==> src/hdl/v3n_pkg.sv <==
// ----------------------------------------------------------------------------
// v3n_pkg
// Shared types and constants for the 3D vector normalizer.
// ----------------------------------------------------------------------------
package v3n_pkg;

   localparam int WORD_W     = 32;
   localparam int LIMIT_W    = 16;
   localparam int SUM_W      = 2 * WORD_W;
   localparam int SQRT_STEPS = WORD_W;
   localparam int LANES      = 3;

   typedef logic [WORD_W-1:0]             word_type;
   typedef logic [SUM_W-1:0]              sum_type;
   typedef logic [LANES-1:0][WORD_W-1:0]  mag3_type;

   // Control that rides along with each item through the cell rows
   typedef struct packed {
      logic             valid;
      logic [LANES-1:0] neg;
      logic             is_zero;
   } v3n_ctl_type;

endpackage

==> src/hdl/v3n_div_cell.sv <==
// ----------------------------------------------------------------------------
// v3n_div_cell
// One restoring-division step for three lanes; yields one quotient bit each.
// ----------------------------------------------------------------------------
module v3n_div_cell import v3n_pkg::*; #(
   parameter int FRAC_BITS = 16,
   parameter int SHIFT     = 0
) (
   input  logic                                 clock,
   input  logic                                 reset,
   input  logic                                 enable,
   input  v3n_ctl_type                          ctl_in,
   input  word_type                             len_in,
   input  mag3_type                             mag_in,
   input  logic [LANES-1:0][WORD_W+FRAC_BITS-1:0] rem_in,
   input  logic [LANES-1:0][FRAC_BITS:0]        quo_in,
   output v3n_ctl_type                          ctl_out,
   output word_type                             len_out,
   output mag3_type                             mag_out,
   output logic [LANES-1:0][WORD_W+FRAC_BITS-1:0] rem_out,
   output logic [LANES-1:0][FRAC_BITS:0]        quo_out
);

   localparam int REM_W = WORD_W + FRAC_BITS;

   v3n_ctl_type                     ctl_ff;
   word_type                        len_ff;
   mag3_type                        mag_ff;
   logic [LANES-1:0][REM_W-1:0]     rem_ff, rem_in_d;
   logic [LANES-1:0][FRAC_BITS:0]   quo_ff, quo_in_d;
   logic [REM_W:0]                  divisor;

   always_comb begin
      divisor = (REM_W + 1)'(len_in) << SHIFT;
      for (int i = 0; i < LANES; i++) begin
         if ({1'b0, rem_in[i]} >= divisor) begin
            rem_in_d[i] = rem_in[i] - divisor[REM_W-1:0];
            quo_in_d[i] = {quo_in[i][FRAC_BITS-1:0], 1'b1};
         end else begin
            rem_in_d[i] = rem_in[i];
            quo_in_d[i] = {quo_in[i][FRAC_BITS-1:0], 1'b0};
         end
      end
   end

   always_ff @(posedge clock) begin
      if (reset) begin
         ctl_ff <= '0;
      end else if (enable) begin
         ctl_ff <= ctl_in;
      end
   end

   always_ff @(posedge clock) begin
      if (enable) begin
         len_ff <= len_in;
         mag_ff <= mag_in;
         rem_ff <= rem_in_d;
         quo_ff <= quo_in_d;
      end
   end

   assign ctl_out = ctl_ff;
   assign len_out = len_ff;
   assign mag_out = mag_ff;
   assign rem_out = rem_ff;
   assign quo_out = quo_ff;

endmodule

==> config.mk <==
export PLATFORM = sky130hd
export DESIGN_NAME = v3n_div_cell
export DESIGN_NICKNAME = d
export VERILOG_FILES = /design/src/hdl/v3n_pkg.sv /design/src/hdl/v3n_div_cell.sv
export SDC_FILE = /design/constraint.sdc
export NUM_CORES = 1
export LEC_CHECK = 0
export ABC_AREA = 0
export BUFFER_PORTS_ARGS = -buffer_cell sky130_fd_sc_hd__clkbuf_2
export CORE_AREA = 4 4 253 255
export DETAILED_ROUTE_END_ITERATION = 10
export DIE_AREA = 0 0 257 259
export HOLD_SLACK_MARGIN = 0.1
export SLEW_MARGIN = 10
export SYNTH_ARGS = -nofsm -noshare
export SYNTH_HDL_FRONTEND = slang
export SYNTH_SLANG_ARGS = --single-unit
==> constraint.sdc <==
create_clock -name clock -period 7.3 [get_ports clock]
set_input_delay 0.73 -clock clock [delete_from_list [all_inputs] [get_ports clock]]
set_output_delay 0.73 -clock clock [all_outputs]
set_load 0.05 [all_outputs]
== Word level (Yosys, flattened, before mapping) ==
Index checks and enable logic that the tools add are counted.

* Output and inout bits: 328
* Input port bits: 331
* Register bits after elaboration: 328

* Mux-type cells: 6
* Order comparisons: 3
* $add $sub $neg: 3

{| class="wikitable"
|+ Operators by type and width
! kind !! number
|-
| $ge 48x32->1 || 3
|-
| $mux 48 || 3
|-
| $sub 48x32->48 || 3
|-
| $mux 1 || 3
|}

== Logic depth before layout (Yosys ltp) ==
* Depth after elaboration: 2
* Gate-level depth with buffers: 15
* Mapped depth without buffers: 14

== Least setup slack after synthesis ==
Ideal clock, no wire load.

* Path kind: input to register
* Start: in rem_in[48] in the netlist's numbering
* End: reg rem_ff (netlist bit rem_out[94]) (data pin)
* Setup time: 0.267 ns
* Arrival time: 3.359 ns
* Buffers on the path: 0
* Required time: 7.033 ns
* Stages: 13
* Setup slack: 3.674 ns
* Cell sequence: inv_1 -> ha_1 -> fa_1 -> and2b_1 -> o21bai_4 -> a21oi_4 -> o21ai_2 -> o31ai_4 -> a21oi_2 -> or3_4 -> or4_4 -> nor4_2 -> xor2_1

{| class="wikitable"
|+ RTL lines
! item !! RTL line !! source
|-
| from (decl) || v3n_div_cell.sv:15 || <nowiki>input logic [LANES-1:0][WORD_W+FRAC_BITS-1:0] rem_in,</nowiki>
|-
| to (signal assigned) || v3n_div_cell.sv:58 || <nowiki>rem_ff <= rem_in_d;</nowiki>
|-
| to (decl) || v3n_div_cell.sv:29 || <nowiki>logic [LANES-1:0][REM_W-1:0] rem_ff, rem_in_d;</nowiki>
|}

==> results.md <==
* Htree depth at 2
* Clk pin slew, worst setup/hold paths at 0.06 ns
* FF+latch count, synth at between 300 and 400
* Filler cells at 6132
* Hold Path Origin: quo_in[41]
* Final instance area at between 20000 and 25000 sq um
* First drt pass iteration count at 5
* Die height at 259 um
* Hold path cells at 1
* Crit path setup slack, layout at 3.29 ns
* Final Skew at 0 ns
* Worst hold endpoint: quo_out[42]
* Layout cells sized above 1 at 0.349
* PortBufs at 655
* Number of max-cap violations at 0
* DRT antenna net count at 0
* Max VDD drop at 0.186 mV
* Area share of and/or/nand/nor cells after synthesis at 0.120
* Dpl cells at ~2900
* Most frequent CP cell: o21ai_0
* R2R setup slack at 6.66 ns
* Fin nets at between 2000 and 3000
* CP required at 7.60 ns
* Setup CP Type: input pin to flop
* Top post-synthesis cells by count: edfxtp_1, nand2_1, a21oi_1
* Skew-Pair Late Insertion Delay at 0.54 ns
* GR Overflow Total at 0
* Reg2reg end: ctl_out[4]
* Top-count cell post-synth: edfxtp_1
* FF-to-FF path depth at 2
* Ranking of synthesized cells by area: edfxtp_1, ha_1, a21oi_1, xnor2_1, nand2_1
* Worst slew margin at 0.377
* Die width at 257 um
* Crit path time final at 4.01 ns
* Setup Buffers After CTS at 0
* Origin of the critical flop-to-flop path: ctl_out[4]
* Yosys top cell by area: edfxtp_1
* Multi-input gate area at 7060 sq um
* Pwr dens at 260 nW/um^2
* DPL Wire Length at 52.3 mm
* Final Non-Filler Cells at a little over 3000
* Hold crit path type: input pin to flop
* Core ar. at about 62000 sq um
* Post-synth EDFFs at 323
* Mux cell area share after synthesis at 0.00998
* Largest family of logic cells by synthesized area: compound AO/OA/AOI/OAI gates
* Worst Path Arrival at 4.31 ns
* Num Clock Sinks at approximately 330
* Post-CTS Hold Fix Bufs at 0
* # resized after CTS at 0
* Initial core utilization at 0.281
* Post-Synthesis Cell Area at 17300 sq um
* DRC at 0
* Most common flop cell mapped by yosys: edfxtp_1
* Worst slew pin tran at 0.935 ns
* CTS Buf Count at 38
* Routability Congestion at 0.937
* TNS Setup at 0 ns
* Synth top area share at 0.561
* Post-Synth Adder-Cell Area at 0.0729
* Post-synthesis xor/xnor area fraction at 0.0658
* Clk buf depth at 3
* Static leakage at between 0.009 and 0.01 uW
* IO Pins at 659
* Largest net degree at the start of global routing at 131
* CP cell instances: clkbuf_2, ha_1, fa_1, nor2b_1, o21ai_0, a21oi_1, o21ba_2, nor2_1, o21ai_0, a21oi_4, buf_4, nor3_1, nand4_1, a32o_1
* Drt first-iter violations at 936
* Final core utilization at 0.368
* Synth Area in Compound Gates at 0.138
* WL per Instance at 21.2 um
* Die area at 66600 sq um
* Outcome: finished clean
* # rows at 91
* Final setup viols at 0
* Vias per inst at 4.79
* Slowest cell on the critical path: o21ai_0
* RSZ-0062 raised after global routing: no
* Syn avg cell area at 11.5 sq um
* CTS tree: yes
* Async SR Flop Fraction at 0
* Crit path max fanout at 60
* Synth cell types at 79
* Fmax at 249 MHz
* Area grow syn2layout at 30.9%
* Yosys warns at 0
* Max-slew violations at 0
* Global-route wire length before repair at 92.1 mm
* CP Capture Type: flop
* Placed Area at 21500 sq um
* Post-Syn Instances at 1504
* Crit-path max cell delay at just under 0.6 ns
* Syn_nets at about 1900
* Number of global-route vias before repair at 14400
* Vias at roughly 14000
* Sequential share of the synthesized area at 0.567
* Fin crit share at 0.549
* DP Worst Slack at 2.73 ns
* Register area at 9800 sq um
* Initial antenna violation count at 14
* Routed WL at 64.0 mm
* GRT Total Usage at 0.182
* CTS Root Cell: clkbuf_16
* Final hold violations at 0
* Worst Setup Start Kind: input pin
[placed cells by master, fill, tap and decap left out, drive strengths merged, types with 61 or more instances in the layout]
cell type | Yosys | routed
a21oi | 127 | 127
clkbuf | 41 | 707
nand2 | 156 | 156
inv | 60 | 61
o21ai | 124 | 124
xnor2 | 68 | 68
nor2 | 105 | 105
edfxtp | 323 | 323
xor2 | 62 | 62
ha | 96 | 96
[routing by layer]
| metal | part of all wire | track usage | vias up | routed length [um] |
|---|---|---|---|---|
| met2 | 0.49 | 0.321 | 632 | 31600 |
| met5 | 0.0012 | 0 | - | 75 |
| met1 | 0.37 | 0.200 | 6770 | 23600 |
| li1 | - | - | 6909 | - |
| met3 | 0.094 | 0.0659 | 122 | 6050 |
| met4 | 0.042 | 0.0711 | 12 | 2660 |
[critical path, delay by kind of cell]
family,cells,cell delay (ns)
compound gates,6,1.47
fa+ha+maj,2,0.68
buf+inv,2,0.49
simple gates,4,0.92
[per-stage QoR]
stage,hold slack (ns),total power [uW]
3_3_place_gp,0.481,4110
3_5_place_dp,0.485,4120
6_report,0.352,5890
5_1_grt,0.302,6150
2_1_floorplan,0.733,3580
4_1_cts,0.295,5970
[sequential cells by signal, summed over array words and instances, names as in the netlist]
| name | flops |
|---|---|
| len_out | 32 |
| mag_out | 96 |
| rem_out | 144 |
| quo_out | 51 |
| ctl_out | 5 |
[report_power, final]
part	internal (uW)	total (uW)	switching (uW)
registers	2320	2370	56.9
clock network	1020	1810	787
logic	436	1700	1270
[layout make-up]
cell class,count,share of cell area
Inverter,60,0.00995
Clock buffer,53,0.0454
Sequential cell,328,0.433
Multi-Input combinational cell,1059,0.312
Antenna cell,4,0.000442
Timing Repair Buffer,662,0.148
Tap cell,837,0.0463
Clock inverter,13,0.00525
[worst max path at each step]
stage	to	slack, ns	start
2_1_floorplan	rem_out[94]	3.67	rem_in[48]
3_3_place_gp	rem_out[37]	2.84	len_in[0]
3_5_place_dp	rem_out[37]	2.73	len_in[0]
4_1_cts	rem_out[37]	3.38	len_in[0]
5_1_grt	rem_out[45]	3.06	len_in[0]
6_report	rem_out[39]	3.29	len_in[0]
[cells by family after synthesis]
kind of cell / count (synthesis)
AO/OA/AOI/OAI: 385
multiplexers: 16
AND/OR/NAND/NOR: 429
adder cells (fa/ha/maj): 99
XOR/XNOR: 130
buffers and inverters: 117
flip-flops: 328
Power figures use the tool's default switching activity.
