===== src/hdl/v3n_pkg.sv =====
// ----------------------------------------------------------------------------
// v3n_pkg
// Shared types and constants for the 3D vector normalizer.
// ----------------------------------------------------------------------------
package v3n_pkg;

   localparam int WORD_W     = 32;
   localparam int LIMIT_W    = 16;
   localparam int SUM_W      = 2 * WORD_W;
   localparam int SQRT_STEPS = WORD_W;
   localparam int LANES      = 3;

   typedef logic [WORD_W-1:0]             word_type;
   typedef logic [SUM_W-1:0]              sum_type;
   typedef logic [LANES-1:0][WORD_W-1:0]  mag3_type;

   // Control that rides along with each item through the cell rows
   typedef struct packed {
      logic             valid;
      logic [LANES-1:0] neg;
      logic             is_zero;
   } v3n_ctl_type;

endpackage


===== src/hdl/v3n_sqrt_cell.sv =====
// ----------------------------------------------------------------------------
// v3n_sqrt_cell
// One step of the bit-by-bit integer square root; yields one root bit.
// ----------------------------------------------------------------------------
module v3n_sqrt_cell import v3n_pkg::*; #(
   parameter int STEP = 0
) (
   input  logic        clock,
   input  logic        reset,
   input  logic        enable,
   input  v3n_ctl_type ctl_in,
   input  sum_type     rem_in,
   input  sum_type     root_in,
   input  mag3_type    mag_in,
   output v3n_ctl_type ctl_out,
   output sum_type     rem_out,
   output sum_type     root_out,
   output mag3_type    mag_out
);

   localparam int BIT_POS = SUM_W - 2 - 2 * STEP;

   v3n_ctl_type ctl_ff;
   sum_type     rem_ff, rem_in_d;
   sum_type     root_ff, root_in_d;
   mag3_type    mag_ff;
   sum_type     trial;

   always_comb begin
      trial = root_in + (SUM_W'(1) << BIT_POS);
      if (rem_in >= trial) begin
         rem_in_d  = rem_in - trial;
         root_in_d = (root_in >> 1) + (SUM_W'(1) << BIT_POS);
      end else begin
         rem_in_d  = rem_in;
         root_in_d = root_in >> 1;
      end
   end

   always_ff @(posedge clock) begin
      if (reset) begin
         ctl_ff <= '0;
      end else if (enable) begin
         ctl_ff <= ctl_in;
      end
   end

   always_ff @(posedge clock) begin
      if (enable) begin
         rem_ff  <= rem_in_d;
         root_ff <= root_in_d;
         mag_ff  <= mag_in;
      end
   end

   assign ctl_out  = ctl_ff;
   assign rem_out  = rem_ff;
   assign root_out = root_ff;
   assign mag_out  = mag_ff;

endmodule


===== config.mk =====
export PLATFORM = sky130hd
export DESIGN_NAME = v3n_sqrt_cell
export DESIGN_NICKNAME = d
export VERILOG_FILES = /design/src/hdl/v3n_pkg.sv /design/src/hdl/v3n_sqrt_cell.sv
export SDC_FILE = /design/constraint.sdc
export NUM_CORES = 1
export LEC_CHECK = 0
export ABC_CLOCK_PERIOD_IN_PS = 3500
export BUFFER_PORTS_ARGS = -buffer_cell sky130_fd_sc_hd__buf_2
export CAP_MARGIN = 10
export CELL_PAD_IN_SITES_DETAIL_PLACEMENT = 2
export CELL_PAD_IN_SITES_GLOBAL_PLACEMENT = 2
export CORE_ASPECT_RATIO = 0.5
export CORE_MARGIN = 2
export CORE_UTILIZATION = 30
export DETAILED_ROUTE_END_ITERATION = 10
export GPL_TIMING_DRIVEN = 0
export PLACE_DENSITY = 0.88
export SYNTH_ARGS = -nofsm -noshare
export SYNTH_HDL_FRONTEND = slang
export SYNTH_SLANG_ARGS = --single-unit

===== constraint.sdc =====
create_clock -name clock -period 3.5 [get_ports clock]
set_input_delay 0.525 -clock clock [delete_from_list [all_inputs] [get_ports clock]]
set_output_delay 0.525 -clock clock [all_outputs]
set_load 0.005 [all_outputs]

==> Word level (Yosys, flattened, before mapping) <==
Index checks and enable logic that the tools add are counted.
{ "totals": {"inputBits": 232, "out_inout_bits": 229, "wordCells": 15, "regBits": 229} }
{ "op_classes": {"order_cmp": 1, "addsub": 3, "n_mux": 2} }
{ "ops": {"columns": ["op", "count"], "rows": [
  ["adder 63 x 63 -> 64 bit (second input constant)", 1],
  ["adder 64 x 63 -> 64 bit (second input constant)", 1],
  ["greater-or-equal comparator 64 bit", 1],
  ["two-way mux 64 bit", 1],
  ["subtractor 64 bit", 1],
  ["two-way mux 63 bit", 1]
]} }

==> Depth between registers and ports, before layout <==
{ "depth": {"depth_word": 3, "ltp_mapped": 15, "ltp_nobuf": 13} }

==> Least setup slack after synthesis <==
OpenSTA, ideal clock, no wires.
{ "synth_timing": {"path_type": "input to register", "from": "in rem_in[0]", "to": "reg rem_ff[59] (netlist: rem_out[59]) (data pin)", "path_slack_ns": 0.461, "t_required_ns": 3.240, "path_stages": 13, "setup_time_ns": 0.260, "path_buffers": 2, "arrival_time_ns": 2.779, "path_cell_list": "inv_1 > ha_1 > fa_1 > nor2b_1 > o2111ai_1 > nand3_1 > nand3_1 > nand3_1 > a21oi_1 > o41a_1 > buf_6 > buf_6 > mux2_4"} }
{ "synth_between": {"elab_chain_len": 2, "elab_cells_between_ends": 3, "cone_classes": "add/sub (1); order compare (1); mux (1)"} }
{ "synth_rtl": {"columns": ["element", "line", "text"], "rows": [
  ["from (decl)", "v3n_sqrt_cell.sv:12", "input sum_type rem_in,"],
  ["subtractor 64 bit / greater-or-equal comparator 64 bit (equally long branches)", "v3n_sqrt_cell.sv:32, v3n_sqrt_cell.sv:31", null],
  ["two-way mux 64 bit (*)", "v3n_sqrt_cell.sv:31", "if (rem_in >= trial) begin"],
  ["named net rem_in_d[59]", "v3n_sqrt_cell.sv:24", "sum_type rem_ff, rem_in_d;"],
  ["to (signal assigned)", "v3n_sqrt_cell.sv:50", "rem_ff <= rem_in_d;"],
  ["to (decl)", "v3n_sqrt_cell.sv:24", null]
]} }
The timed path passes the listed nets; every way through them passes the cells marked *.
A chain may end at the register's enable or synchronous reset.

==> Final worst setup path <==
{ "layout_timing": {"from": "in root_in[48]", "to": "reg rem_ff[57] (netlist: rem_out[57]) (data pin)"} }
{ "layout_between": {"elab_chain_len": 3, "elab_cells_between_ends": 4, "cone_classes": "add/sub (2); order compare (1); mux (1)"} }
{ "layout_rtl": {"columns": ["element", "line", "text"], "rows": [
  ["from (decl)", "v3n_sqrt_cell.sv:13", "input sum_type root_in,"],
  ["adder 64 x 63 -> 64 bit (*)", "v3n_sqrt_cell.sv:30", "trial = root_in + (SUM_W'(1) << BIT_POS);"],
  ["subtractor 64 bit / greater-or-equal comparator 64 bit (equally long branches)", "v3n_sqrt_cell.sv:32, v3n_sqrt_cell.sv:31", null],
  ["two-way mux 64 bit (*)", "v3n_sqrt_cell.sv:31", null],
  ["named net rem_in_d[57]", "v3n_sqrt_cell.sv:24", null]
]} }
Marked as above.

==> results.md <==
- Status: complete, but fails checks
- Violated checks: setup timing
- Nets: approximately 1800
- Clock skew: 0 ns
- Synthesized area per cell: 11.24 sq um
- CTS tree: built
- Final cell count without fillers: between 2000 and 2500
- CP Capture Type: flop
- Rel. slew slack: 0.4246
- Hold Path End: mag_out[0]
- Post-synth EDFFs: 224
- Fmax: 282.6 MHz
- FF+latch count, synth: 229
- Dpl hpwl: a little under 40000 um
- Vias in the first global route: 11790
- Cell family with most CP delay: simple AND/OR/NAND/NOR gates
- Final ANT Viol Nets: 0
- # IOs: 461
- Syn Nets: 1347
- RR Endpoint: ctl_out[2]
- Final max-slew violation count: 0
- Top cell type's share of synthesized area: 0.5699
- Longest Clk Path Bufs: 3
- Post-Route Utilization: 0.4052
- Setup ws final: -0.03839 ns
- Largest net degree at the start of global routing: 104
- Die Height: 144.3 um
- Hold Path Depth: 1
- HP Start: mag_in[0]
- R2r setup slk: 2.87 ns
- Commonest non-fill, non-tap cell in the layout: buf_2
- Core outline area: 38860 sq um
- Die area: 41040 sq um
- Endpoints failing hold: 0
- Worst vdd ir: approximately 320 uV
- Post-layout min period: 3.538 ns
- Slowest stage delay, CP: 0.67 ns
- GRT Residual Overflow: 0
- Max_cap viols: 0
- GRT Overall Usage: 0.2493
- Vias per inst: between 5 and 6
- Sink Count: 229
- Synth area leaders: edfxtp_1 (57%), ha_1 (6.8%), nand2_1 (4.3%), a21oi_1 (3.5%), o21ai_0 (3.1%)
- Sequential area share after synthesis: 0.5784
- Initial Utilization: 0.3037
- Area delta synth->final: 33.43%
- Pleak: around 0.007 uW
- Num CTS Buffers: 24
- DR vias: 11070
- Kind of critical path: input port to flop
- # rows: 51
- Cells after Synth: 1050
- Number of cells on the worst reg-to-reg path: 2
- Root Buffer: clkbuf_16
- Synth warn: 0
- Layout cells sized above 1: 0.3472
- Levels on crit path: 11
- Pwr dens: 521.2 nW/um^2
- Data arrival time of the worst path: 3.81 ns
- M1 wire length: 20710 um
- First-pass GRT wire length: 76880 um
- Final setup viols: 1
- Worst Tran Pin Value: about 0.86 ns
- Clock slew at reported path FFs: around 0.070 ns
- First-pass DRT Iterations: 5
- Total Routed Length: 54640 um
- Synthesized area: 11800 sq um
- Leading area contributor after synthesis: edfxtp_1
- Placement Setup Slack: -0.3661 ns
- H-tree depth: 1
- Req. time, crit path: 3.77 ns
- DP Cell Count: 2042
- Chip width: approximately 280 um
- Number of buffers and inverters on the critical path: 3
- Latest clock arrival within the worst-skew pair: 0.55 ns
- Beginning of the worst register-to-register path: ctl_out[2]
- Final period utilization: 1.011
- Multi-input combinational cell area: 4518 sq um
- Worst Path Max Fanout: 8
- Register cell area after layout: 6827 sq um
- Initial antenna violation count: 8
- Post-synthesis cell type count: 67
- Fillcell total: 4155
- # DRC: 0
- Top_reg_cell synth: edfxtp_1
- Worst Hold Class: input port to flop
- CP max stage cell: nor4_1
- Drt initial violations: between 700 and 800
- Commonest non-fill, non-tap cells in the layout: buf_2 (468), edfxtp_1 (224), nand2_1 (134)
- Power consumption: 8207 uW
- Setup TNS: -0.03839 ns
- Port bufs: 460
- Hold buffers post-CTS: 0
- Final RePlAce weighted congestion: roughly 0.86
- Met3 wire length: 2718 um
- Metal2 WL: 28700 um
- CP Cell Sequence: buf_2 -> inv_1 -> ha_1 -> clkbuf_1 -> nand2_1 -> or3_1 -> nor4_1 -> a21oi_1 -> a31oi_1 -> mux2i_1 -> o311ai_1
- Top Layer Used: met4
- Startpoint types: input port
- WL/cell: 26.07 um
- Async S/R FF share, synth: 0
==> registers in the layout, indices dropped and copies added (netlist names) <==
register,count
ctl_out,5
mag_out,96
rem_out,64
root_out,64
==> cells by family (layout without fill, tap and decap cells) <==
kind of cell / count (synthesis) / after routing / synth area share
mux: 10 / 10 / 0.009011
other cells: 0 / 8 / 0
fa+ha+maj: 65 / 65 / 0.06954
simple gates: 275 / 275 / 0.1040
xor+xnor: 62 / 62 / 0.04601
flops: 229 / 229 / 0.5784
buf+inv: 115 / 623 / 0.04007
compound gates: 294 / 294 / 0.1530
==> through the flow <==
| step | hold slack (ns) | instance area [sq um] |
|---|---|---|
| final | 0.1396 | 15750 |
| after global routing | 0.1135 | 15750 |
| after CTS | 0.1166 | 15700 |
| after detailed placement | 0.5027 | 14830 |
| after global placement | 0.4721 | 14770 |
| after floorplan | 0.4851 | 11800 |
==> synthesized netlist by cell type, drive strengths merged, types with 2 or more instances <==
cell type and count:
or3 4, nand2b 5, o21a 12, nand3 15
mux2i 8, a211o 2, nor3 9, a31oi 12
o2111ai 2, o21ai 99, ha 64, nand4 16
and3 6, a221oi 2, xnor2 33, a21oi 83
o221ai 2, and4 2, buf 13, o21bai 17
edfxtp 224, mux2 2, xor2 29, dfxtp 5
nor4 4, a211oi 8, o31ai 6, a31o 2
and2 3, a21o 27, nand2 135, inv 81
nor2b 11, nor2 61, o22ai 2, o211ai 6
clkbuf 21, a21boi 2
==> worst max-delay path by stage <==
| stage | from | end |
|---|---|---|
| final | root_in[48] | rem_out[57] |
| after global routing | root_in[48] | rem_out[57] |
| after CTS | rem_in[4] | rem_out[51] |
| after detailed placement | root_in[3] | rem_out[41] |
| after global placement | enable | ctl_out[4] |
| after floorplan | rem_in[0] | rem_out[59] |
==> layer usage <==
layer / track usage / up-vias
met5: 0 / -
met4: 0.1102 / 0
met3: 0.04006 / 137
met2: 0.4628 / 402
met1: 0.2868 / 5710
li1: - / 4818
==> area by class of cell <==
class | count | share of cell area
sequential | 229 | 0.4335
multi-input combinational | 706 | 0.2869
timing repair buffer | 464 | 0.1513
clock buffer | 34 | 0.04648
tap | 530 | 0.04211
inverter | 81 | 0.01931
buffer | 34 | 0.01089
clock inverter | 10 | 0.008263
antenna | 8 | 0.001271
==> worst register-to-register path: stages, from the launching register on <==
cell and delay [ns]:
dfxtp_1 0.32, mux2i_1 0.15, nor2_1 0.06
==> timing repair <==
action / CTS / global route
resized for setup: 0 / 8
buffers inserted: 0 / 2
endpoints found under the setup margin: 0 / 19
==> power by group <==
part / leakage [uW] / switching, uW / total (uW) / internal (uW)
Clock: 0.000412 / 1260 / 2890 / 1630
Sequential: 0.00223 / 100 / 3450 / 3350
Combinational: 0.00430 / 1180 / 1870 / 684
Note: power is estimated with default switching activity, not from simulation.
